### config.mk
export PLATFORM = sky130hd
export DESIGN_NAME = lifo_stack_with_search_unit
export DESIGN_NICKNAME = d
export VERILOG_FILES = /design/src/rtl/lss_pkg.sv /design/src/rtl/lss_ram.sv /design/src/rtl/lss_seq.sv /design/src/rtl/lifo_stack_with_search_unit.sv
export VERILOG_INCLUDE_DIRS = /design/src /design/src/rtl
export SDC_FILE = /design/constraint.sdc
export NUM_CORES = 1
export LEC_CHECK = 0
export BUFFER_PORTS_ARGS = -buffer_cell sky130_fd_sc_hd__buf_4
export CAP_MARGIN = 10
export CORE_ASPECT_RATIO = 1.75
export CORE_MARGIN = 1.5
export CORE_UTILIZATION = 45
export DETAILED_ROUTE_END_ITERATION = 8
export SYNTH_ARGS = -nofsm -noshare
export SYNTH_HDL_FRONTEND = slang
export SYNTH_HIERARCHICAL = 1
export SYNTH_SLANG_ARGS = --single-unit
### constraint.sdc
create_clock -name clk -period 5.7 [get_ports clk]
set_input_delay 0.285 -clock clk [delete_from_list [all_inputs] [get_ports clk]]
set_output_delay 0.285 -clock clk [all_outputs]
set_load 0.03 [all_outputs]
### src/rtl/lifo_stack_with_search_unit_macros.svh
// Assertion macros shared by the stack block.
`ifndef LIFO_STACK_WITH_SEARCH_UNIT_MACROS_SVH
`define LIFO_STACK_WITH_SEARCH_UNIT_MACROS_SVH

// Same-cycle implication, checked at every rising edge outside reset.
`define LSS_ASSERT_NOW(label, ante, cons, msg) \
  label: assert property (@(posedge clk) disable iff (!rst_n) (ante) |-> (cons)) \
    else $error(msg);

// Next-cycle implication, checked at every rising edge outside reset.
`define LSS_ASSERT_NEXT(label, ante, cons, msg) \
  label: assert property (@(posedge clk) disable iff (!rst_n) (ante) |=> (cons)) \
    else $error(msg);

`endif

### src/rtl/lss_pkg.sv
package lss_pkg;

  localparam int DATA_W      = 32;
  localparam int MAX_RESULTS = 16;
  localparam int CNT_W       = $clog2(MAX_RESULTS + 1);

  // Operation codes.
  localparam logic [2:0] OP_PUSH  = 3'd0;
  localparam logic [2:0] OP_POP   = 3'd1;
  localparam logic [2:0] OP_FIND  = 3'd2;
  localparam logic [2:0] OP_READ  = 3'd3;
  localparam logic [2:0] OP_CLEAR = 3'd4;
  localparam logic [2:0] OP_SIZE  = 3'd5;

  // Result status codes.
  localparam logic [2:0] ST_OK        = 3'd0;
  localparam logic [2:0] ST_EMPTY     = 3'd1;
  localparam logic [2:0] ST_NOT_FOUND = 3'd2;
  localparam logic [2:0] ST_RANGE     = 3'd3;
  localparam logic [2:0] ST_FULL      = 3'd4;

  typedef struct packed {
    logic [2:0]               operation;
    logic signed [DATA_W-1:0] value;
    logic [3:0]               index;
  } in_word_t;

  typedef struct packed {
    logic [2:0]               status;
    logic signed [DATA_W-1:0] data;
    logic [3:0]               position;
    logic [4:0]               depth_now;
    logic                     last;
  } out_word_t;

  // Result word handed from the sequencer to the output register.
  typedef struct packed {
    logic      valid;
    out_word_t word;
  } emit_t;

  // Sequencer status seen by the top level.
  typedef struct packed {
    logic busy;
    logic full;
    logic empty;
  } seq_stat_t;

endpackage

### src/rtl/lss_ram.sv
module lss_ram #(
  parameter int WIDTH = 32,
  parameter int DEPTH = 16
) (
  input  logic                     clk,
  input  logic                     we,
  input  logic [$clog2(DEPTH)-1:0] waddr,
  input  logic [WIDTH-1:0]         wdata,
  input  logic                     re,
  input  logic [$clog2(DEPTH)-1:0] raddr,
  output logic [WIDTH-1:0]         rdata
);

  logic [WIDTH-1:0] mem_r [DEPTH];
  logic [WIDTH-1:0] rdata_r;

  // One write port and one registered read port; the read data holds until the next read.
  always_ff @(posedge clk) begin
    if (we) begin
      mem_r[waddr] <= wdata;
    end
    if (re) begin
      rdata_r <= mem_r[raddr];
    end
  end

  assign rdata = rdata_r;

endmodule

### src/rtl/lss_seq.sv
module lss_seq #(
  parameter int DEPTH = 16
) (
  input  logic                           clk,
  input  logic                           rst_n,
  input  logic                           in_valid,
  input  lss_pkg::in_word_t              in_word,
  input  logic                           out_free,
  input  logic [lss_pkg::DATA_W-1:0]     rd_data,
  output logic                           ram_we,
  output logic [$clog2(DEPTH)-1:0]       ram_waddr,
  output logic [lss_pkg::DATA_W-1:0]     ram_wdata,
  output logic                           ram_re,
  output logic [$clog2(DEPTH)-1:0]       ram_raddr,
  output lss_pkg::emit_t                 emit,
  output lss_pkg::seq_stat_t             stat
);

  import lss_pkg::*;

  localparam int AW = $clog2(DEPTH);
  localparam int CW = $clog2(DEPTH + 1);
  localparam logic [CW-1:0]    ONE      = CW'(1);
  localparam logic [CW-1:0]    FULL_CNT = CW'(DEPTH);
  localparam logic [CNT_W-1:0] LAST_CNT = CNT_W'(MAX_RESULTS - 1);

  typedef enum logic [5:0] {
    S_IDLE   = 6'b000001,
    S_DECODE = 6'b000010,
    S_RDRES  = 6'b000100,
    S_SREAD  = 6'b001000,
    S_SCMP   = 6'b010000,
    S_FLUSH  = 6'b100000
  } state_t;

  state_t                   state_r, state_nxt;
  logic [2:0]               op_r, op_nxt;
  logic [DATA_W-1:0]        value_r, value_nxt;
  logic [3:0]               idx_r, idx_nxt;
  logic [CW-1:0]            fill_r, fill_nxt;
  logic [CW-1:0]            ptr_r, ptr_nxt;
  logic [CNT_W-1:0]         cnt_r, cnt_nxt;
  logic                     pend_vld_r, pend_vld_nxt;
  logic [AW-1:0]            pend_pos_r, pend_pos_nxt;

  logic                     is_full;
  logic                     is_empty;
  logic                     idx_oor;
  logic                     match;
  logic [CW-1:0]            fill_dec;
  logic [CW-1:0]            fill_inc;

  // Shared compare unit: the same equality compare serves every step of a search.
  assign match    = (rd_data == value_r);
  assign is_full  = (fill_r == FULL_CNT);
  assign is_empty = (fill_r == '0);
  assign idx_oor  = ((CW + 4)'(idx_r) >= (CW + 4)'(fill_r));
  assign fill_dec = fill_r - ONE;
  assign fill_inc = fill_r + ONE;

  // Sequencer: decode, memory access and the top-down search walk.
  always_comb begin
    state_nxt    = state_r;
    op_nxt       = op_r;
    value_nxt    = value_r;
    idx_nxt      = idx_r;
    fill_nxt     = fill_r;
    ptr_nxt      = ptr_r;
    cnt_nxt      = cnt_r;
    pend_vld_nxt = pend_vld_r;
    pend_pos_nxt = pend_pos_r;

    ram_we    = 1'b0;
    ram_waddr = AW'(fill_r);
    ram_wdata = value_r;
    ram_re    = 1'b0;
    ram_raddr = '0;

    emit.valid          = 1'b0;
    emit.word.status    = ST_OK;
    emit.word.data      = '0;
    emit.word.position  = '0;
    emit.word.depth_now = 5'(fill_r);
    emit.word.last      = 1'b1;

    case (state_r)
      S_IDLE: begin
        if (in_valid) begin
          op_nxt    = in_word.operation;
          value_nxt = in_word.value;
          idx_nxt   = in_word.index;
          state_nxt = S_DECODE;
        end
      end

      S_DECODE: begin
        if (op_r > OP_SIZE) begin
          state_nxt = S_IDLE;
        end else if (out_free) begin
          state_nxt = S_IDLE;
          if (op_r == OP_PUSH) begin
            emit.valid     = 1'b1;
            emit.word.data = value_r;
            if (is_full) begin
              emit.word.status = ST_FULL;
            end else begin
              ram_we              = 1'b1;
              emit.word.position  = 4'(fill_r);
              emit.word.depth_now = 5'(fill_inc);
              fill_nxt            = fill_inc;
            end
          end else if (is_empty) begin
            emit.valid          = 1'b1;
            emit.word.status    = ST_EMPTY;
            emit.word.depth_now = '0;
          end else begin
            case (op_r)
              OP_POP: begin
                ram_re    = 1'b1;
                ram_raddr = AW'(fill_dec);
                state_nxt = S_RDRES;
              end
              OP_FIND: begin
                ptr_nxt      = fill_r;
                cnt_nxt      = '0;
                pend_vld_nxt = 1'b0;
                state_nxt    = S_SREAD;
              end
              OP_READ: begin
                if (idx_oor) begin
                  emit.valid       = 1'b1;
                  emit.word.status = ST_RANGE;
                end else begin
                  ram_re    = 1'b1;
                  ram_raddr = AW'(idx_r);
                  state_nxt = S_RDRES;
                end
              end
              OP_CLEAR: begin
                emit.valid          = 1'b1;
                emit.word.depth_now = '0;
                fill_nxt            = '0;
              end
              default: begin
                // Size.
                emit.valid = 1'b1;
              end
            endcase
          end
        end
      end

      S_RDRES: begin
        if (out_free) begin
          emit.valid     = 1'b1;
          emit.word.data = rd_data;
          state_nxt      = S_IDLE;
          if (op_r == OP_POP) begin
            emit.word.position  = 4'(fill_dec);
            emit.word.depth_now = 5'(fill_dec);
            fill_nxt            = fill_dec;
          end else begin
            emit.word.position = idx_r;
          end
        end
      end

      S_SREAD: begin
        ram_re    = 1'b1;
        ram_raddr = AW'(ptr_r - ONE);
        ptr_nxt   = ptr_r - ONE;
        state_nxt = S_SCMP;
      end

      S_SCMP: begin
        // A held match goes out only once a newer one proves it is not the last.
        if (!(match && pend_vld_r && !out_free)) begin
          if (match && pend_vld_r) begin
            emit.valid         = 1'b1;
            emit.word.data     = value_r;
            emit.word.position = 4'(pend_pos_r);
            emit.word.last     = 1'b0;
          end
          if (match) begin
            pend_vld_nxt = 1'b1;
            pend_pos_nxt = AW'(ptr_r);
            cnt_nxt      = cnt_r + CNT_W'(1);
          end
          if ((ptr_r == '0) || (match && (cnt_r == LAST_CNT))) begin
            state_nxt = S_FLUSH;
          end else begin
            state_nxt = S_SREAD;
          end
        end
      end

      S_FLUSH: begin
        if (out_free) begin
          emit.valid     = 1'b1;
          emit.word.data = value_r;
          state_nxt      = S_IDLE;
          if (pend_vld_r) begin
            emit.word.position = 4'(pend_pos_r);
          end else begin
            emit.word.status = ST_NOT_FOUND;
          end
        end
      end

      default: begin
        state_nxt = S_IDLE;
      end
    endcase
  end

  // Control state is reset; the captured word and search position are not.
  always_ff @(posedge clk) begin
    if (!rst_n) begin
      state_r    <= S_IDLE;
      fill_r     <= '0;
      pend_vld_r <= 1'b0;
      cnt_r      <= '0;
    end else begin
      state_r    <= state_nxt;
      fill_r     <= fill_nxt;
      pend_vld_r <= pend_vld_nxt;
      cnt_r      <= cnt_nxt;
    end
  end

  always_ff @(posedge clk) begin
    op_r       <= op_nxt;
    value_r    <= value_nxt;
    idx_r      <= idx_nxt;
    ptr_r      <= ptr_nxt;
    pend_pos_r <= pend_pos_nxt;
  end

  assign stat.busy  = (state_r != S_IDLE);
  assign stat.full  = is_full;
  assign stat.empty = is_empty;

endmodule

### src/rtl/lifo_stack_with_search_unit.sv
// Results: push, clear, size and error results pass through the decode state and the output
// register; pop and read index also pass through the registered read of the stack memory.
// Flow: a new word is taken only once the sequencer is back in idle with the last one;
// a value search walks the entries top down, one memory read state and one compare state
// per entry through the shared comparator, and can be held by an output stall.
// Reset: synchronous, active low; empties the stack and the output register, memory untouched.
module lifo_stack_with_search_unit #(
  parameter int DEPTH = 16
) (
  input  logic               clk,
  input  logic               rst_n,
  input  logic               in_valid,
  output logic               in_stall,
  input  lss_pkg::in_word_t  in_word,
  output logic               out_valid,
  input  logic               out_stall,
  output lss_pkg::out_word_t out_word
);

  import lss_pkg::*;

  `include "lifo_stack_with_search_unit_macros.svh"

  localparam int AW = $clog2(DEPTH);

  logic               ram_we;
  logic [AW-1:0]      ram_waddr;
  logic [DATA_W-1:0]  ram_wdata;
  logic               ram_re;
  logic [AW-1:0]      ram_raddr;
  logic [DATA_W-1:0]  ram_rdata;
  emit_t              emit;
  seq_stat_t          stat;
  logic               out_free;
  logic               out_valid_r;
  out_word_t          out_word_r;

  lss_ram #(
    .WIDTH (DATA_W),
    .DEPTH (DEPTH)
  ) u_ram (
    .clk   (clk),
    .we    (ram_we),
    .waddr (ram_waddr),
    .wdata (ram_wdata),
    .re    (ram_re),
    .raddr (ram_raddr),
    .rdata (ram_rdata)
  );

  lss_seq #(
    .DEPTH (DEPTH)
  ) u_seq (
    .clk       (clk),
    .rst_n     (rst_n),
    .in_valid  (in_valid),
    .in_word   (in_word),
    .out_free  (out_free),
    .rd_data   (ram_rdata),
    .ram_we    (ram_we),
    .ram_waddr (ram_waddr),
    .ram_wdata (ram_wdata),
    .ram_re    (ram_re),
    .ram_raddr (ram_raddr),
    .emit      (emit),
    .stat      (stat)
  );

  // A new word is taken whenever the sequencer is idle, even with a result still waiting.
  assign in_stall = stat.busy;

  // Output register: the sequencer writes it only when it is empty or being drained.
  assign out_free = !out_valid_r || !out_stall;

  always_ff @(posedge clk) begin
    if (!rst_n) begin
      out_valid_r <= 1'b0;
    end else if (emit.valid) begin
      out_valid_r <= 1'b1;
    end else if (!out_stall) begin
      out_valid_r <= 1'b0;
    end
  end

  always_ff @(posedge clk) begin
    if (emit.valid) begin
      out_word_r <= emit.word;
    end
  end

  assign out_valid = out_valid_r;
  assign out_word  = out_word_r;

  // Checks on the sequencer and the output register.
  `LSS_ASSERT_NOW(a_no_overwrite, emit.valid, out_free, "result emitted over a waiting word")
  `LSS_ASSERT_NEXT(a_busy_after_accept, in_valid && !in_stall, stat.busy, "accepted word not taken up")
  `LSS_ASSERT_NOW(a_full_status, out_valid_r && (out_word_r.status == ST_FULL), stat.full, "full status while not full")
  `LSS_ASSERT_NOW(a_partial_ok, emit.valid && !emit.word.last, emit.word.status == ST_OK, "non-final result not a match")

endmodule
## Word-level counts from Yosys, hierarchy flattened

Memories as Yosys holds them, arrays and structs flattened. A register that Yosys moved wholly into a read port is not among the register bits.
Cells that the tools add are included.

| word-level totals | value |
|---|---|
| memories kept | 1 |
| bits of input ports | 43 |
| logic and storage cells | 167 |
| register bits after elaboration | 111 |
| memory bits (writable) | 512 |

| operators by class | value |
|---|---|
| $add $sub $neg | 4 |
| mux-type cells | 92 |
| equal/unequal tests | 28 |
| reductions and logical operators | 23 |
| bitwise gates (word level) | 2 |
| $lt $le $gt $ge | 2 |

Memory list:

| name | depth | width | rd ports | clocked after Yosys merged registers in | write ports | RTL line | source |
|---|---|---|---|---|---|---|---|
| u_ram.mem_r | 16 | 32 | 1 | 1 | 1 | lss_ram.sv:14 | `logic [WIDTH-1:0] mem_r [DEPTH];` |

Operator list:

| cell | count |
|---|---|
| $pmux W36 S4 | 1 |
| $mux W5 | 22 |
| $mux W36 | 3 |
| $mux W45 | 2 |
| $mux W6 | 8 |
| $mux W41 | 1 |
| $mux W4 | 10 |
| $mux W40 | 1 |
| $pmux W5 S2 | 4 |
| $eq A32 B32 Y1 | 1 |
| $pmux W6 S5 | 1 |
| $mux W1 | 25 |
| $pmux W4 S2 | 2 |
| $ne A2 B2 Y1 const B | 6 |
| $pmux W4 S3 | 1 |
| $reduce_and A6 Y1 | 2 |
| $add A5 B1 Y5 const B | 2 |
| $logic_not A5 Y1 | 2 |
| $ne A2 B1 Y1 const B | 5 |
| $sub A5 B1 Y5 const B | 2 |
| $mux W3 | 3 |
| $mux W9 | 1 |
| $pmux W1 S2 | 4 |
| $reduce_and A8 Y1 | 1 |
| other kinds (29) | 41 |

## Logic depth before layout (Yosys ltp)

Gate-level depths: netlist (run 1).

| logic depth | value |
|---|---|
| depth after elaboration | 9 |
| gate-level depth with buffers | 12 |

## Cells and area by module

The synthesis (run 1) kept the hierarchy.

By module, submodules not included:

| module | area an instance (um^2) | sequential area each (um^2) | instances | cells an instance |
|---|---|---|---|---|
| lss_ram | 20155.6 | 16335.7 | 1 | 838 |
| lss_seq | 4172.8 | 1781.7 | 1 | 425 |
| lifo_stack_with_search_unit | 1386.3 | 1371.3 | 1 | 49 |

## Least setup slack after synthesis (run 1)

Ideal clock, no wire load.

| path | value |
|---|---|
| kind | register to register |
| start | reg u_seq.fill_r[0] |
| end | mem u_ram.mem_r[0][0], enable pin |
| period minus slack after synthesis | 4.632 ns |
| path buffers | 0 |
| path slack | 1.068 ns |
| stages on the path, launching flop included | 9 |
| data arrival time | 4.171 ns |
| path through | dfxtp_1 -> inv_1 -> ha_1 -> nor3b_1 -> nand2_1 -> inv_1 -> nor2_1 -> or3b_2 -> nor3_1 |

| on the way | value |
|---|---|
| cells in the longest elaborated chain, start to end | 8 |

RTL lines:

| element | RTL line | source |
|---|---|---|
| start: declaration | lss_seq.sv:40 | `logic [CW-1:0] fill_r, fill_nxt;` |
| start signal: assignment | lss_seq.sv:225 | `fill_r <= fill_nxt;` |
| $eq A5 B5 Y1 | lss_seq.sv:55 | `assign is_full = (fill_r == FULL_CNT);` |
| net u_seq.is_full | lss_seq.sv:46 | `logic is_full;` |
| $mux W1 | lss_seq.sv:104 | `if (is_full) begin` |
| $mux W1 | lss_seq.sv:101 | `if (op_r == OP_PUSH) begin` |
| $mux W1 | lss_seq.sv:99 | `end else if (out_free) begin` |
| $mux W1 | lss_seq.sv:97 | `if (op_r > OP_SIZE) begin` |
| $mux W1 | lss_seq.sv:86 | `case (state_r)` |
| net ram_we | lifo_stack_with_search_unit.sv:26 | `logic ram_we;` |
| $mux W1 | lss_ram.sv:19 | `if (we) begin` |
| $mux W1 (not written as such) | lss_ram.sv:20 | `mem_r[waddr] <= wdata;` |
| end: declaration | lss_ram.sv:14 |  |

The timed path passes the listed nets, and every way through them passes these cells.

## Final worst setup path (run 1)

| path | value |
|---|---|
| start | in out_stall |
| end | reg u_ram.rdata_r[21] (netlist: u_ram/rdata[21]) (read register of u_ram.mem_r) (data pin) |

| on the way | value |
|---|---|
| cells in the longest elaborated chain, start to end | 5 |
| elaborated cells between the ends (all ways) | 8 |
| those cells by class | mux (6); reduce/logical (2) |

RTL lines:

| element | RTL line | source |
|---|---|---|
| start: declaration | lifo_stack_with_search_unit.sv:16 | `input logic out_stall,` |
| $logic_not A1 Y1 | n/a |  |
| $logic_or A1 B1 Y1 | lifo_stack_with_search_unit.sv:73 | `assign out_free = !out_valid_r \|\| !out_stall;` |
| net out_free | lifo_stack_with_search_unit.sv:34 | `logic out_free;` |
| $mux W4 | lss_seq.sv:99 |  |
| $mux W4 | lss_seq.sv:97 |  |
| $pmux W4 S2 | lss_seq.sv:86 |  |
| net ram_raddr[1] | lifo_stack_with_search_unit.sv:30 | `logic [AW-1:0] ram_raddr;` |
| end: declaration | lss_ram.sv:15 | `logic [WIDTH-1:0] rdata_r;` |

The timed path passes the listed nets, and every way through them passes these cells.
A chain may end at the register's enable or synchronous reset.

==> results of run 1 <==
metrics by stage:
step                      power (mW)  cells
final                           9.54   2290
after global routing            9.80   2290
after CTS                       9.62   2290
after detailed placement        5.74   2140
after global placement          5.74   2140
after floorplan                 5.60   1310
flip-flops by register name, summed over array words and instances, names as in the netlist:
| name | count |
|---|---|
| u_seq/op_r | 3 |
| u_seq/state_r | 6 |
| u_seq/ram_wdata | 32 |
| u_seq/idx_r | 4 |
| out_valid | 1 |
| u_ram/mem_r | 512 |
| u_seq/cnt_r | 5 |
| u_seq/fill_r | 5 |
| u_ram/rdata | 32 |
| u_seq/pend_pos_r | 4 |
| u_seq/pend_vld_r | 1 |
| out_word | 45 |
| u_seq/ptr_r | 5 |
power breakdown:
group	internal [mW]	leakage, nW	switching (mW)
Sequential	5.34	5.84	0.105
Clock	2.17	0.890	1.71
Combinational	0.0852	2.58	0.125
Total	7.60	9.32	1.94
final timing paths:
check | start | endpoint | slack [ps] | depth (start not counted)
setup / recovery | out_stall | u_ram/rdata[21] | 980 | 12
hold / removal | in_valid | u_seq/state_r[0] | 200 | 4
setup reg to reg | out_valid | u_ram/rdata[21] | 1010 | 10
hold reg to reg | u_seq/cnt_r[4] | u_seq/cnt_r[4] | 460 | 2
metal layers:
layer  routed length (um)  vias up
met3                 3390      135
met1                25200     7212
met5                    0        -
li1                     -     5738
met2                34300      500
met4                 3150        0
worst max-delay path: stages:
cell and delay [ps]:
dlygate4sd3_1 550, buf_4 140, nand2_1 400, a21boi_0 660, nand3_1 420, nor2_1 330, o2111a_1 340, a221o_4 570
buf_4 630, mux4_2 410, a22oi_1 210, nand2_1 70
cell type report:
| type | count | area, um2 |
|---|---|---|
| Fill cell | 4415 | 26400 |
| Clock inverter | 34 | 328 |
| Tap cell | 760 | 951 |
| Multi-Input combinational cell | 570 | 6000 |
| Timing Repair Buffer | 177 | 1500 |
| Sequential cell | 655 | 19500 |
| Inverter | 20 | 75.1 |
| Clock buffer | 74 | 1530 |
placed cells by master, fill, tap and decap left out, drive strengths merged, types with 21 or more instances in the layout:
master	instances
nand2	64
clkbuf	74
inv	21
clkinv	23
buf	135
a22o	32
a22oi	68
xnor2	36
mux4	128
edfxtp	637
a21oi	27
o21ai	21
nor2	38
dlygate4sd3	42
==> summary.md, run 1 <==
| Metric | Value |
|---|---|
| Die W | `184 um` |
| Unrepaired setup endpoints after global routing | `false` |
| GR Util met2 | `0.396` |
| CP Capture Type | `flip-flop` |
| Worst slack, placed | `978 ps` |
| Setup CP Type | `primary input to flip-flop` |
| DRC viols | `0` |
| First DRT Iteration DRCs | `1074` |
| Max_slew headroom | `0.346` |
| Hold buffers post-CTS | `42` |
| TNS Setup | `0 ps` |
| Mapped Cells | `1310` |
| CORE AREA | `56300 um2` |
| GRT overflow | `0` |
| GRT Total Usage | `0.231` |
| First-pass GRT wire length | `95.0 mm` |
| TritonCTS clock tree | `done` |
| PwrDens | `319 nW/um2` |
| Port bufs | `89` |
| Hold Crit Class | `primary input to flip-flop` |
| CTS max path bufs | `3` |
| Vias in the first global route | `13900` |
| Post-route ant nets | `0` |
| Ys Warns | `6` |
| Leakage | `9.32 nW` |
| Die area | `58600 um2` |
| P&R area growth vs syn | `16.2%` |
| Largest net degree at the start of global routing | `59` |
| Total Wirelength | `66.1 mm` |
| Die Span Y | `319 um` |
| DR vias | `13600` |
| DR pass1 iterations | `5` |
| CP Data Arrival Time | `5070 ps` |
| Vias/cell | `5.93` |
| Hold Slack | `204 ps` |
| Cell Rows | `115` |
| # diodes | `0` |
| WP data required | `6050 ps` |
| H-tree depth | `2` |
| Final period utilization | `0.828` |
| Setup violators final | `0` |
| Met1 usage | `0.288` |
| Layout cells sized above 1 | `0.250` |
| Initial Utilization | `0.457` |
| Top Usage Layer GRT | `met2` |
| Inserted Clock Buffers | `57` |
| Gates resized, CTS repair | `0` |
| Initial antenna violation count | `0` |
| Root Driver | `clkbuf_16` |
| Routability-driven placement congestion ratio | `0.944` |
| Met3 Track Usage GR | `0.0319` |
| Total I/O pin count | `90` |
| FMAX | `0.212 GHz` |
| Placed Area | `27600 um2` |
| Clock transition at the registers of the reported paths | `70 ps` |
| Actual slew at the worst max-slew pin | `979 ps` |
| PnR worst setup slack | `978 ps` |
| Crit-path max FO | `40` |
| # nets final | `1535` |
| Outcome | `finished clean` |
| Crit path time final | `4720 ps` |
| Final instance area | `29900 um2` |
| Clock Latency Late Sink | `610 ps` |
| Final Skew | `13.2 ps` |
| DR WL/cell | `28.9 um` |
| Net Count, Synth | `1364` |
| Worst vdd ir | `0.250 mV` |
| Startpoint type of the worst setup path | `primary input` |
| Finished Core Util | `0.531` |
| Max Cap Viol | `0` |
| Post-CTS Setup Inserts | `0` |
| Mapped cell area | `25700 um2` |
| Fin. max-slew vios | `0` |
| Hold Violations, Final | `0` |
| CTS Sinks | `655` |
| Synth Area per Inst | `19.6 um2` |
| Post-DP HPWL | `36.6 mm` |
Note: power is estimated with default switching activity, not from simulation.
==> inputs of run 2 (changes only) <==
--- a/config.mk
+++ b/config.mk
@@ -6,6 +6,7 @@
 export SDC_FILE = /design/constraint.sdc
 export NUM_CORES = 1
 export LEC_CHECK = 0
+export ABC_AREA = 1
 export BUFFER_PORTS_ARGS = -buffer_cell sky130_fd_sc_hd__buf_4
 export CAP_MARGIN = 10
 export CORE_ASPECT_RATIO = 1.75
==> constraint.sdc (replaced) <==
create_clock -name clk -period 4.5 [get_ports clk]
set_input_delay 0.225 -clock clk [delete_from_list [all_inputs] [get_ports clk]]
set_output_delay 0.225 -clock clk [all_outputs]
set_load 0.03 [all_outputs]
==> summary.md, run 2 <==
| Metric | Value |
|---|---|
| Outcome | `finished with violations (was finished clean)` |
| Violated checks | `design-rule violations` |
| Max_slew headroom | `0.298 (was 0.346)` |
| GRT overflow | `0 (unchanged)` |
| Post-DP HPWL | `42.8 mm (was 36.6 mm)` |
| Post-CTS Setup Inserts | `0 (unchanged)` |
| Initial antenna violation count | `0 (unchanged)` |
| Inserted Clock Buffers | `57 (unchanged)` |
| Total power | `12.0 mW (was 9.54 mW)` |
| Crit path time final | `3840 ps` |
| H-tree depth | `2 (unchanged)` |
| Mapped Cells | `2721 (was 1310)` |
| TritonCTS clock tree | `done (unchanged)` |
| Final period utilization | `0.854` |
| Startpoint type of the worst setup path | `flip-flop (was primary input)` |
| DR vias | `19300 (was 13600)` |
| Clock power share | `0.383 (was 0.407)` |
| Pint | `9.43 mW (was 7.60 mW)` |
| Hold Violations, Final | `0 (unchanged)` |
| # diodes | `0 (unchanged)` |
| Reg power frac | `0.580 (was 0.571)` |
| First-pass GRT wire length | `114 mm (was 95.0 mm)` |
| CP Capture Type | `flip-flop (unchanged)` |
| Initial Utilization | `0.455 (was 0.457)` |
| Clock Latency Late Sink | `610 ps (about the same)` |
| Largest net degree at the start of global routing | `129 (was 59)` |
| P&R area growth vs syn | `13.0% (was 16.2%)` |
| Cell Rows | `122 (was 115)` |
| Setup CP Type | `flip-flop to flip-flop (was primary input to flip-flop)` |
| Hold Crit Class | `primary input to flip-flop (unchanged)` |
| Layout cells sized above 1 | `0.0971 (was 0.250)` |
| Synth Area per Inst | `10.6 um2 (was 19.6 um2)` |
| Clock transition at the registers of the reported paths | `70 ps (about the same)` |
| Mapped cell area | `28700 um2 (was 25700 um2)` |
| Post-route ant nets | `0 (unchanged)` |
| Commonest non-fill, non-tap cell in the layout | `nand2_1 (was edfxtp_1)` |
| Largest register by flop count | `u_ram/mem_r (unchanged)` |
| GRT Total Usage | `0.234 (was 0.231)` |
| Ys Warns | `6 (unchanged)` |
| CORE AREA | `63200 um2 (was 56300 um2)` |
| Unrepaired setup endpoints after global routing | `false (unchanged)` |
| Fin. max-slew vios | `0 (unchanged)` |
| DRC viols | `8 (was 0)` |
| Gates resized, CTS repair | `0 (unchanged)` |
| Routability-driven placement congestion ratio | `0.907 (was 0.944)` |
| Crit-path max FO | `73 (was 40)` |
| Total I/O pin count | `90 (unchanged)` |
| Comb pwr share | `0.037 (was 0.022)` |
| Port bufs | `89 (unchanged)` |
| # nets final | `2895 (was 1535)` |
| Die area | `65400 um2 (was 58600 um2)` |
| CTS max path bufs | `3 (unchanged)` |
| WP data required | `4860 ps (was 6050 ps)` |
| Leakage | `13.3 nW (was 9.32 nW)` |
| CP Data Arrival Time | `4210 ps (was 5070 ps)` |
| Die W | `194 um (was 184 um)` |
| FMAX | `0.260 GHz` |
| DR WL/cell | `20.7 um (was 28.9 um)` |
| Most frequent cells in the layout | `nand2_1, edfxtp_1, inv_1 (was edfxtp_1, buf_4, mux4_2)` |
| CTS Sinks | `655 (unchanged)` |
| Max Cap Viol | `0 (unchanged)` |
| Worst vdd ir | `0.323 mV (was 0.250 mV)` |
| Die Span Y | `337 um (was 319 um)` |
| PwrDens | `370 nW/um2 (was 319 nW/um2)` |
| Total Wirelength | `76.2 mm (was 66.1 mm)` |
| Vias in the first global route | `19000 (was 13900)` |
| Root Driver | `clkbuf_16 (unchanged)` |
| First DRT Iteration DRCs | `1614 (was 1074)` |
| Placed Area | `30400 um2 (was 27600 um2)` |
| Setup violators final | `0 (unchanged)` |
| Max reg flops | `512 (unchanged)` |
| Final instance area | `32500 um2 (was 29900 um2)` |
| Final Skew | `14.8 ps (was 13.2 ps)` |
| Net Count, Synth | `2775 (was 1364)` |
| TNS Setup | `0 ps (unchanged)` |
| Sw frac | `0.216 (was 0.203)` |
| DR pass1 iterations | `9 (was 5)` |
| Actual slew at the worst max-slew pin | `1050 ps (was 979 ps)` |
| Vias/cell | `5.22 (was 5.93)` |
| Sw Pwr | `2.59 mW (was 1.94 mW)` |
run 2: cell count changes in the layout (fill, tap and decap cells not counted), moves of 13 or more:
cell,before,now
a22o_1,32,0
mux4_2,128,0
xnor2_1,36,23
nand2_1,63,852
a22oi_1,68,1
inv_1,19,449
nand3_1,16,409
nor2_1,23,39
run 2: timing repair:
action | 4_1_cts | 5_1_grt
endpoints found under the setup margin | 0 | 0
hold buffers | 42 | 0
hold endpoints to repair | 46 | 0
run 2: power by group through the flow:
stage          Combinational, mW  Clock [mW]  Sequential [mW]
2_1_floorplan              0.171           0             7.09
3_3_place_gp               0.413           0             7.10
3_5_place_dp               0.418           0             7.10
4_1_cts                    0.449        4.71             6.97
5_1_grt                    0.478        4.90             6.98
6_report                   0.444        4.60             6.97
run 2: layout make-up:
| type | count | area [um2] |
|---|---|---|
| inverter | 458 | 1730 |
| clock buffer | 77 | 1540 |
| clock inverter | 26 | 154 |
| timing repair buffer | 181 | 1650 |
| tap | 806 | 1010 |
| sequential | 655 | 19500 |
| multi-input combinational | 1488 | 6900 |
| fill | 5506 | 30700 |
run 2: worst paths after layout:
kind,to,start,slack [ps],cells after the start
setup / recovery,u_ram/rdata[10],u_seq/fill_r[3],660,16
hold / removal,u_seq/ram_wdata[1],in_word[5],340,2
setup reg to reg,u_ram/rdata[10],u_seq/fill_r[3],660,16
hold reg to reg,u_seq/pend_vld_r,u_seq/pend_vld_r,510,2
run 2: worst max-delay path, cell delays in order, from the launching register on:
cell and delay (ps):
dfxtp_1 570, inv_1 140, ha_1 340, inv_1 60, nor2_1 40, nand4_1 70, o211ai_1 150, nor3_1 440
a21oi_1 180, o21ai_4 240, buf_12 350, buf_4 480, nand2_1 110, nand3_1 100, nand3_1 100, nand3_1 100
nand2_1 70
run 2: layer usage:
| metal | share of wire | GRT usage | wire length, um | vias to the layer above |
|---|---|---|---|---|
| met5 | 0 | 0 | 0 | - |
| met4 | 0.040 | 0.0996 | 3020 | 0 |
| met3 | 0.053 | 0.0282 | 4070 | 167 |
| met2 | 0.52 | 0.425 | 39400 | 636 |
| met1 | 0.39 | 0.280 | 29800 | 9358 |
| li1 | - | - | - | 9110 |
run 2: per-stage QoR:
stage          worst slack (ps)  cells  hold slack [ps]  utilization
2_1_floorplan               184   2721              323            -
3_3_place_gp                839   3546              403        0.480
3_5_place_dp                680   3546              405        0.480
4_1_cts                     667   3691              298        0.514
5_1_grt                     311   3691              318        0.514
6_report                    657   3691              335        0.514
==> inputs of run 3 (changes only) <==
--- a/config.mk
+++ b/config.mk
@@ -9,10 +9,13 @@
 export ABC_AREA = 1
 export BUFFER_PORTS_ARGS = -buffer_cell sky130_fd_sc_hd__buf_4
 export CAP_MARGIN = 10
+export CELL_PAD_IN_SITES_DETAIL_PLACEMENT = 1
+export CELL_PAD_IN_SITES_GLOBAL_PLACEMENT = 1
 export CORE_ASPECT_RATIO = 1.75
 export CORE_MARGIN = 1.5
 export CORE_UTILIZATION = 45
 export DETAILED_ROUTE_END_ITERATION = 8
+export PLACE_DENSITY_LB_ADDON = 0.1
 export SYNTH_ARGS = -nofsm -noshare
 export SYNTH_HDL_FRONTEND = slang
 export SYNTH_HIERARCHICAL = 1
==> summary.md, run 3 (synthesis gave the netlist of run 2 again) <==
| Metric | Value |
|---|---|
| Fill cells | `6916 (was 5506)` |
| DR WL/cell | `23.4 um (was 20.7 um)` |
| Unrepaired setup endpoints after global routing | `false (unchanged)` |
| Initial Utilization | `0.455 (unchanged)` |
| Fin. max-slew vios | `0 (unchanged)` |
| Post-route ant nets | `0 (unchanged)` |
| Hold buffers post-CTS | `42 (unchanged)` |
| DR pass1 iterations | `6 (was 9)` |
| CTS Sinks | `655 (unchanged)` |
| Clock Latency Late Sink | `640 ps (was 610 ps)` |
| DRC viols | `8 (unchanged)` |
| H-tree depth | `2 (unchanged)` |
| Inserted Clock Buffers | `61 (was 57)` |
| Port bufs | `89 (unchanged)` |
| Root Driver | `clkbuf_16 (unchanged)` |
| CP Data Arrival Time | `4230 ps (was 4210 ps)` |
| Register area | `19500 um2 (unchanged)` |
| Crit-path max FO | `55 (was 73)` |
| Setup violators final | `0 (unchanged)` |
| Clock transition at the registers of the reported paths | `70 ps (about the same)` |
| Vias in the first global route | `21100 (was 19000)` |
| R2r worst-path depth | `13 (was 16)` |
| Post-CTS Setup Inserts | `0 (unchanged)` |
| Setup CP Type | `flip-flop to flip-flop (unchanged)` |
| Actual slew at the worst max-slew pin | `1140 ps (was 1050 ps)` |
| Total I/O pin count | `90 (unchanged)` |
| GRT Total Usage | `0.268 (was 0.234)` |
| Layout cells sized above 1 | `0.103 (was 0.0971)` |
| Max_slew headroom | `0.240 (was 0.298)` |
| Max Cap Viol | `0 (unchanged)` |
| PwrDens | `378 nW/um2 (was 370 nW/um2)` |
| Total Wirelength | `86.6 mm (was 76.2 mm)` |
| Gates resized, CTS repair | `0 (unchanged)` |
| WP data required | `5000 ps (was 4860 ps)` |
| Die area | `65400 um2 (unchanged)` |
| Violated checks | `design-rule violations (unchanged)` |
| Placed Cells | `3554 (was 3546)` |
| Max reg flops | `512 (unchanged)` |
| Outcome | `finished with violations (unchanged)` |
| End of the worst register-to-register path | `u_ram/rdata[30] (was u_ram/rdata[10])` |
| Cell Rows | `122 (unchanged)` |
| Leakage | `13.4 nW (was 13.3 nW)` |
| TNS Setup | `0 ps (unchanged)` |
| Total power | `12.3 mW (was 12.0 mW)` |
| Hold Violations, Final | `0 (unchanged)` |
| GRT overflow | `0 (unchanged)` |
| Largest net degree at the start of global routing | `152 (was 129)` |
| FMAX | `0.268 GHz (was 0.260 GHz)` |
| Final Skew | `13.4 ps (was 14.8 ps)` |
| Worst vdd ir | `0.376 mV (was 0.323 mV)` |
| Worst r2r src | `u_seq/op_r[1] (was u_seq/fill_r[3])` |
| TritonCTS clock tree | `done (unchanged)` |
| Finished Layout Cells | `3704 (was 3691)` |
| Commonest non-fill, non-tap cell in the layout | `nand2_1 (unchanged)` |
| # nets final | `2907 (was 2895)` |
| R2R setup slack | `770 ps (was 660 ps)` |
| Startpoint type of the worst setup path | `flip-flop (unchanged)` |
| Final period utilization | `0.828 (was 0.854)` |
| Routability-driven placement congestion ratio | `0.902 (was 0.907)` |
| Die W | `194 um (unchanged)` |
| DR vias | `19900 (was 19300)` |
| P&R area growth vs syn | `13.8% (was 13.0%)` |
| First-pass GRT wire length | `129 mm (was 114 mm)` |
| Area of the multi-input gates | `6900 um2 (unchanged)` |
| Crit. Startpoint | `u_seq/op_r[1] (was u_seq/fill_r[3])` |
| CTS max path bufs | `3 (unchanged)` |
| Most frequent cells in the layout | `nand2_1, edfxtp_1, inv_1 (unchanged)` |
| CP Capture Type | `flip-flop (unchanged)` |
| Hold Crit Class | `primary input to flip-flop (unchanged)` |
| Initial antenna violation count | `0 (unchanged)` |
| Crit path time final | `3730 ps (was 3840 ps)` |
| Largest register by flop count | `u_ram/mem_r (unchanged)` |
| Finished Core Util | `0.517 (was 0.514)` |
| CORE AREA | `63200 um2 (unchanged)` |
| CP endpoint | `u_ram/rdata[30] (was u_ram/rdata[10])` |
| # diodes | `0 (unchanged)` |
| First DRT Iteration DRCs | `1217 (was 1614)` |
| Hold Slack | `305 ps (was 335 ps)` |
| Die Span Y | `337 um (unchanged)` |
| Post-DP HPWL | `50.3 mm (was 42.8 mm)` |
| Vias/cell | `5.37 (was 5.22)` |
[run 3: changes by cell type in the layout (fill, tap and decap cells not counted)]
cell,delta
buf_12,+4
clkbuf_1,-4
clkinv_4,-2
inv_1,-1
clkinvlp_4,+1
inv_2,+1
inv_6,-1
clkinv_2,+6
buf_4,+4
clkbuf_16,+2
inv_8,+1
bufinv_16,+2
[run 3: cell type report]
| cell class | count | share of cell area |
|---|---|---|
| flip-flops and latches | 655 | 0.596 |
| clock inverters | 33 | 0.00723 |
| inverters | 458 | 0.0528 |
| multi-input cells | 1488 | 0.211 |
| clock buffers | 75 | 0.0483 |
| repair buffers | 189 | 0.0539 |
| well taps | 806 | 0.0308 |
[run 3: routing by layer]
layer,track usage,routed length [um],part of all wire
met4,0.108,3400,0.039
met5,0,0,0
met2,0.499,45800,0.53
met3,0.0268,3000,0.035
met1,0.315,34400,0.40
[run 3: where the power goes]
| group | switching (mW) | leakage, nW | internal (mW) |
|---|---|---|---|
| clock network | 2.25 | 0.886 | 2.64 |
| logic | 0.337 | 6.66 | 0.158 |
| registers | 0.130 | 5.90 | 6.83 |
[run 3: per-stage QoR]
stage	worst slack (ps)	cell area [um2]
2_1_floorplan	184	28700
3_3_place_gp	899	30500
3_5_place_dp	822	30500
4_1_cts	782	32700
5_1_grt	560	32700
6_report	773	32700
[run 3: how the worst min path moves through the flow]
stage                     slack (ps)        start                   to  cells past startpoint
final                            300  in_word[16]  u_seq/ram_wdata[12]                      2
after global routing             290   in_word[2]       u_seq/idx_r[2]                      2
after CTS                        270   in_word[7]   u_seq/ram_wdata[3]                      2
after detailed placement         400  in_word[36]        u_seq/op_r[0]                      1
after global placement           400  in_word[33]  u_seq/ram_wdata[29]                      1
after floorplan                  320        rst_n     u_seq/state_r[5]                      2
[run 3: worst max-delay path, stage by stage, from the launching register on]
cell,delay [ps]
edfxtp_1,460
nor2_2,380
nand2_1,110
buf_4,200
nand2_1,170
nor2_1,90
nand3_1,420
o21ai_4,150
inv_4,610
buf_4,520
nand3_1,150
nand3_1,120
nand3_1,90
nand2_1,90
